<file path="config.mk">
export PLATFORM = sky130hd
export DESIGN_NAME = vau_sqrt
export DESIGN_NICKNAME = d
export VERILOG_FILES = /design/src/rtl/vau_pkg.sv /design/src/rtl/vau_sqrt.sv
export SDC_FILE = /design/constraint.sdc
export NUM_CORES = 2
export LEC_CHECK = 0
export BUFFER_PORTS_ARGS = -buffer_cell sky130_fd_sc_hd__buf_2
export CAP_MARGIN = 0
export CORE_MARGIN = 2
export CORE_UTILIZATION = 49
export DETAILED_ROUTE_END_ITERATION = 8
export PLACE_DENSITY = 0.72
export SETUP_SLACK_MARGIN = 0.02
export SLEW_MARGIN = 20
export SYNTH_ARGS = -nofsm -noshare
export SYNTH_HDL_FRONTEND = slang
export SYNTH_SLANG_ARGS = --single-unit
</file>
<file path="constraint.sdc">
create_clock -name clock -period 9.2 [get_ports clock]
set_input_delay 1.38 -clock clock [delete_from_list [all_inputs] [get_ports clock]]
set_output_delay 1.38 -clock clock [all_outputs]
set_load 0.005 [all_outputs]
</file>
<file path="src/rtl/vau_pkg.sv">
// Package of the vector unit: widths, opcodes, pipeline tags and step functions.
// No dependencies.
package vau_pkg;

   localparam int WORD_BITS     = 32;
   localparam int FRAC_BITS     = 16;
   localparam int LANES         = 3;
   localparam int OP_BITS       = 4;
   localparam int REQ_DATA_BITS = (2 * LANES + 1) * WORD_BITS;
   localparam int RSP_DATA_BITS = (LANES + 1) * WORD_BITS;
   localparam int DVD_BITS      = WORD_BITS + FRAC_BITS;
   localparam int RAD_BITS      = 2 * WORD_BITS;
   localparam int SQ_REM_BITS   = WORD_BITS + 4;
   localparam int DV_REM_BITS   = WORD_BITS + 1;
   localparam int ACC_BITS      = 2 * WORD_BITS + 2;
   localparam int SQRT_STAGES   = WORD_BITS / 2;
   localparam int DIV_STAGES    = DVD_BITS / 2;

   typedef logic [WORD_BITS-1:0] word_type;

   localparam word_type WORD_MAX = {1'b0, {(WORD_BITS-1){1'b1}}};
   localparam word_type WORD_MIN = {1'b1, {(WORD_BITS-1){1'b0}}};
   localparam word_type FIX_ONE  =
      {{(WORD_BITS-FRAC_BITS-1){1'b0}}, 1'b1, {FRAC_BITS{1'b0}}};

   typedef enum logic [OP_BITS-1:0] {
      OP_ADD   = 4'd0,
      OP_SUB   = 4'd1,
      OP_MUL   = 4'd2,
      OP_DIV   = 4'd3,
      OP_SADD  = 4'd4,
      OP_SSUB  = 4'd5,
      OP_SMUL  = 4'd6,
      OP_SDIV  = 4'd7,
      OP_NORM2 = 4'd8,
      OP_NORM  = 4'd9,
      OP_UNIT  = 4'd10,
      OP_DOT   = 4'd11,
      OP_CROSS = 4'd12,
      OP_LERP  = 4'd13
   } op_type;

   // sideband after the divider inputs are known
   typedef struct packed {
      logic                    vld;
      op_type                  op;
      logic [LANES-1:0]        neg;
      logic [LANES-1:0]        dzl;
      word_type [LANES-1:0]    r;
      word_type                sr;
      logic                    ovf;
      logic                    dz;
   } post_tag_type;

   // sideband ahead of the divider
   typedef struct packed {
      post_tag_type                     base;
      logic [LANES-1:0][DVD_BITS-1:0]   dvd;
      word_type [LANES-1:0]             dvs;
   } pre_tag_type;

   typedef struct packed {
      logic [RAD_BITS-1:0]    rad;
      logic [SQ_REM_BITS-1:0] rem;
      word_type               root;
   } sq_state_type;

   typedef struct packed {
      logic [DVD_BITS-1:0]    num;
      logic [DV_REM_BITS-1:0] rem;
      word_type               dvs;
   } dv_state_type;

   function automatic word_type mag_of(input word_type x);
      return x[WORD_BITS-1] ? word_type'(~x + 1'b1) : x;
   endfunction

   // shift right by FRAC_BITS toward zero, then saturate; returns {ovf, value}
   function automatic logic [WORD_BITS:0] trunc_sat(input logic signed [ACC_BITS-1:0] x);
      logic signed [ACC_BITS-1:0] adj;
      logic signed [ACC_BITS-1:0] sh;
      adj = x + (x[ACC_BITS-1] ? ACC_BITS'((1 << FRAC_BITS) - 1) : ACC_BITS'(0));
      sh  = adj >>> FRAC_BITS;
      if ((&sh[ACC_BITS-1:WORD_BITS-1]) || !(|sh[ACC_BITS-1:WORD_BITS-1]))
         return {1'b0, sh[WORD_BITS-1:0]};
      return {1'b1, sh[ACC_BITS-1] ? WORD_MIN : WORD_MAX};
   endfunction

   // one root bit of the digit-by-digit square root
   function automatic sq_state_type sq_step(input sq_state_type s);
      sq_state_type           n;
      logic [SQ_REM_BITS-1:0] rem2;
      logic [SQ_REM_BITS-1:0] trial;
      rem2  = {s.rem[SQ_REM_BITS-3:0], s.rad[RAD_BITS-1 -: 2]};
      trial = SQ_REM_BITS'({s.root, 2'b01});
      n.rad = s.rad << 2;
      if (rem2 >= trial) begin
         n.rem  = rem2 - trial;
         n.root = {s.root[WORD_BITS-2:0], 1'b1};
      end else begin
         n.rem  = rem2;
         n.root = {s.root[WORD_BITS-2:0], 1'b0};
      end
      return n;
   endfunction

   // one quotient bit of restoring division
   function automatic dv_state_type dv_step(input dv_state_type s);
      dv_state_type           n;
      logic [DV_REM_BITS-1:0] rem2;
      rem2  = {s.rem[DV_REM_BITS-2:0], s.num[DVD_BITS-1]};
      n.dvs = s.dvs;
      if (rem2 >= DV_REM_BITS'(s.dvs)) begin
         n.rem = rem2 - DV_REM_BITS'(s.dvs);
         n.num = {s.num[DVD_BITS-2:0], 1'b1};
      end else begin
         n.rem = rem2;
         n.num = {s.num[DVD_BITS-2:0], 1'b0};
      end
      return n;
   endfunction

endpackage

</file>
<file path="src/rtl/vau_sqrt.sv">
// Pipelined integer square root, two root bits per stage.
// Depends on vau_pkg.
module vau_sqrt
   import vau_pkg::*;
(
   input  logic                clock,
   input  logic                en,
   input  logic [RAD_BITS-1:0] rad_in,
   output word_type            root_out
);

   sq_state_type st_ff [SQRT_STAGES];
   sq_state_type init;

   always_comb begin
      init      = '0;
      init.rad  = rad_in;
   end

   always_ff @(posedge clock) begin
      if (en) begin
         st_ff[0] <= sq_step(sq_step(init));
         for (int j = 1; j < SQRT_STAGES; j++) begin
            st_ff[j] <= sq_step(sq_step(st_ff[j-1]));
         end
      end
   end

   assign root_out = st_ff[SQRT_STAGES-1].root;

endmodule

</file>
* Yosys cells after proc, flatten, opt, wreduce, memory -nomap -nowiden
Memories as Yosys holds them, arrays and structs flattened. Index checks and enable logic that the tools add are counted.
Storage, ports and cells: register bits after elaboration 0, memory bits (writable) 2048, input port bits 66, output and inout port bits 32, word-level logic and storage cells 131, memories kept 1
Operators by class: add/subtract/negate cells 32, magnitude comparators 32, muxes and demuxes 66
Memories:
- st_ff | depth 16, width 128, rd ports 16, clocked after Yosys merged registers in 0, wr ports 16, RTL line vau_sqrt.sv:12 | sq_state_type st_ff [SQRT_STAGES];
Operator list (count):
- 68-bit two-way mux | 32
- 66-bit two-way mux | 32
- 36-bit by 34-bit greater-or-equal comparator with 1-bit output | 31
- 36-bit by 34-bit subtractor with 36-bit output | 16
- 34-bit subtractor | 15
- 2-bit by 1-bit subtractor with 3-bit output, second input constant | 1
- 2-bit by 1-bit greater-or-equal comparator with 1-bit output, second input constant | 1
- 1-bit two-way mux | 2

* Depth between registers and ports, before layout
An unclocked memory read counts as a cell.
depth after elaboration 7, mapped depth 31, mapped depth without buffers 26

* Least setup slack after synthesis
OpenSTA, ideal clock, no wires.
path type flip-flop to flip-flop, from memory st_ff[1][436] in the netlist's numbering, to memory st_ff[1][547] in the netlist's numbering (data pin), library setup time 0.270 ns, arrival time 6.231 ns, data required time 8.930 ns, slack 2.699 ns, stages on the path, launching flop included 26, buffers on the path 7, period minus slack after synthesis 6.501 ns, cells stage by stage edfxtp_1 ha_1 clkbuf_1 nand4_1 or4_1 or3_1 clkbuf_1 nand3_1 clkbuf_1 clkbuf_1 a21oi_1 ha_1 and2_1 and3_1 nand3_1 or3_1 or4_1 nor2_1 a32oi_1 o21ai_0 a211oi_1 nand4b_1 clkbuf_1 buf_2 buf_1 a21oi_1
RTL lines (RTL line):
- start, declared | vau_sqrt.sv:12

==> flow_summary_export.csv <==
group,metric,value,unit
placed_design,post_dp_cell_area,84900,um2
cts,cts_made_buffers,139,
yosys,yosysWarnings,0,
route,postRouteAntennaNets,0,
global_routing,grtUsageMet1,0.329,
power_and_ir_drop,powerDensity,286,nW/um2
finish,fin_nets,8881,
placed_design,port_buffers,97,
global_routing,grt_usage,0.255,
route,vias,64300,
power_and_ir_drop,combPwrFrac,0.452,
yosys,syn_area,82400,um2
route,drt_iter0_drc,5860,
timing,finClkSkew,44.2,ps
global_routing,grt_pass1_vias,61600,
critical_path,crit_fanout,29,
global_routing,grt_pass1_wl,349000,um
timing,final.setup.tns,0,ps
floorplan,start_util,0.493,
critical_path,r2r_cells,24,
outcome,status,"finished clean",
worst_hold_path,min_path_type,"reg -> reg",
cts,clock_tree.root_cell,"clkbuf_16",
timing,fmax,0.134,GHz
global_routing,grt_overflow,0,
route,wirelength,225000,um
critical_path,r2r-end,"st_ff[1][170]",
yosys,syn_inst,8234,
power_and_ir_drop,p_leak,34.8,nW
timing,rsz0062_at_grt,"false",
cts,clk_pin_slew,60,ps
critical_path,ff2ff_setup_slack,1730,ps
cts,insertion_delay,820,ps
timing,tightest_slew,1110,ps
placed_design,placed_cells,10300,
finish,multi_input_area,42400,um2
yosys,synth_compound_area_frac,0.165,
yosys,synth-simple-area-share,0.165,
yosys,yosysTopAreaCell,"edfxtp_1",
finish,area_delta_synth_final,8.81,%
yosys,synthArstFlopShare,0,
yosys,synth_edf_count,1239,
critical_path,cp.arrival,8000,ps
power_and_ir_drop,power.internal,15.5,mW
placed_design,place.detailed.hpwl,174000,um
route,drt_first_pass_iters,6,
power_and_ir_drop,power.clock.fraction,0.220,
floorplan,core_area,167000,um2
yosys,synth_seq_cells,1239,
critical_path,critPathCaptureType,"register",
yosys,synthAdderAreaFrac,0.0847,
job,maxCapViolations,0,
route,avgRoutedWirePerCell,21.3,um
cts,postCtsSetupBuffers,0,
timing,slew_violations,0,
cts,cts_sinks,1239,
worst_hold_path,min_to,"st_ff[0][1011]",
finish,regMostFlops,"st_ff",
floorplan,die_area,171000,um2
yosys,yosysTopAreaCellShare,0.452,
timing,relSlewSlack,0.252,
finish,drive_gt1_frac,0.0644,
finish,final_util,0.537,
timing,layout_setup_ws,1730,ps
global_routing,met3_usage,0.0329,
timing,finalHoldViolCount,0,
yosys,yosysSeqAreaShare,0.452,
critical_path,worstSetupPathType,"reg -> reg",
floorplan,rows,150,
floorplan,die_x,414,um
finish,fillCellCount,14700,
placed_design,place_congestion,0.970,
yosys,synth_xor_area_frac,0.0806,
power_and_ir_drop,switchingPower,10.2,mW
yosys,netlist-cell-type-count,104,
finish,largest_registers,"st_ff: 1239 flops",
route,drc_errors,0,
cts,postCtsHoldBufs,0,
placed_design,post-place-ws,1910,ps
global_routing,grt_max_degree,188,
global_routing,antenna_found_initial,7,
finish,regArea,37200,um2
finish,final_cell_mix,"edfxtp_1 (1239), nand2_1 (714), nor2_1 (647), a21oi_1 (605), ha_1 (558)",
power_and_ir_drop,p_seq_frac,0.328,
timing,period_share,0.812,
timing,min_period,7470,ps
finish,fin_area,89700,um2
yosys,synth.mux.area_fraction,0.0185,
global_routing,busiest_layer,"met2",
timing,setup_viol,0,
finish,largest_reg_flops,1239,
worst_hold_path,hold_start,"st_ff[0][879]",
floorplan,die_h,414,um
route,viasPerCell,6.08,
critical_path,cp_data_required_time,9730,ps
floorplan,io_pins,98,
finish,final_cells,10600,
global_routing,met2_usage,0.432,
cts,clock_path_buffers,3,
power_and_ir_drop,sw_frac_of_total,0.397,
critical_path,crit_path_start_kind,"register",
power_and_ir_drop,ir_drop,238,uV
yosys,synth_area_leaders,"edfxtp_1 (45%), ha_1 (8.5%), xnor2_1 (5.2%), a21oi_1 (3.7%), nand2_1 (3.3%)",
yosys,synth_ff_type,"edfxtp_1",
yosys,synth.avg_cell_area,10.0,um2
cts,h-tree-depth,4,
yosys,synth_top_family_by_area,"compound AO/OA/AOI/OAI gates",
cts,cts_tree,"yes",
cts,cts.repair.resized,0,
critical_path,r2r_start,"st_ff[1][9]",
finish,final_common_cell,"edfxtp_1",
worst_hold_path,min_delay_path_depth,0,
kinds of logic after synthesis:
group / Yosys count
simple gates: 2713
compound gates: 2110
flops: 1239
xor+xnor: 757
buf+inv: 717
fa+ha+maj: 558
mux: 139
other cells: 1
per-stage QoR:
step | hold WS [ps] | total power, mW
floorplan | 400 | 16.7
global placement | 400 | 19.8
detailed placement | 405 | 19.9
CTS | 396 | 25.6
global route | 405 | 27.3
finish | 401 | 25.7
per-layer routing:
layer,wire [um],up-vias
met5,0,-
met4,9630,0
met3,11900,478
met2,108000,2105
met1,95100,30900
li1,-,30800
power by group through the flow:
stage	sequential [mW]	clock, mW	combinational, mW
floorplan	8.04	0	8.69
global placement	8.50	0	11.3
detailed placement	8.51	0	11.4
CTS	8.41	5.77	11.5
global route	8.50	5.98	12.8
finish	8.43	5.64	11.6
worst max-delay path by stage:
| stage | from | endpoint | slack (ps) | cells past startpoint |
|---|---|---|---|---|
| floorplan | st_ff[1][436] | st_ff[1][547] | 2700 | 25 |
| global placement | st_ff[0][903] | st_ff[1][53] | 1980 | 20 |
| detailed placement | st_ff[0][647] | st_ff[0][823] | 1910 | 25 |
| CTS | st_ff[1][9] | st_ff[1][170] | 1900 | 24 |
| global route | st_ff[0][648] | st_ff[0][830] | 1180 | 25 |
| finish | st_ff[1][9] | st_ff[1][170] | 1730 | 24 |
synth_stat cells, types with 19 or more instances:
| cell type | count |
|---|---|
| o21a_1 | 101 |
| nor2_1 | 647 |
| or2_2 | 44 |
| o21ai_0 | 428 |
| a31oi_1 | 71 |
| o41ai_1 | 23 |
| o31ai_1 | 62 |
| nor3b_1 | 30 |
| or4_1 | 57 |
| a211oi_1 | 73 |
| a211o_1 | 21 |
| edfxtp_1 | 1239 |
| o2111ai_1 | 21 |
| a21boi_0 | 21 |
| and2_1 | 64 |
| nand2b_1 | 89 |
| or3_1 | 90 |
| clkbuf_1 | 195 |
| nand3b_1 | 38 |
| nand3_1 | 189 |
| xnor2_1 | 487 |
| xor2_1 | 269 |
| a21oi_1 | 605 |
| buf_4 | 32 |
| o211ai_1 | 71 |
| a2111oi_0 | 25 |
| a21o_1 | 287 |
| and3_1 | 63 |
| mux2_1 | 19 |
| nand4_1 | 150 |
| o21bai_1 | 67 |
| nor2b_1 | 85 |
| ha_1 | 558 |
| nor3_1 | 218 |
| mux2i_1 | 34 |
| nor4b_1 | 27 |
| nand2_1 | 714 |
| mux2_2 | 86 |
| inv_1 | 447 |
| o31a_1 | 33 |
| nand4b_1 | 24 |
| and4_1 | 23 |
| nor4_1 | 102 |
worst max-delay path, stage by stage, from the launching register on:
cell,delay (ps)
edfxtp_1,480
inv_1,150
ha_1,410
a21oi_1,170
o21ai_0,120
a221o_1,380
a211oi_1,480
a21o_1,320
nand2_1,80
buf_4,250
inv_1,370
nor2_1,90
nor2_1,190
ha_1,330
a21o_1,200
a21o_1,170
a21oi_1,190
nor2b_1,170
nand4_1,160
o211ai_1,310
a21oi_1,190
nor4_1,420
and2_1,390
inv_1,560
mux2_1,570
cell type report:
cell class                 count  area share
antenna                        2   0.0000558
timing repair buffer         138     0.00975
clock buffer                 162      0.0398
tap                         2204      0.0308
sequential                  1239       0.415
multi-input combinational   6280       0.473
clock inverter                87      0.0124
inverter                     459      0.0192
(Power assumes the default switching activity.)
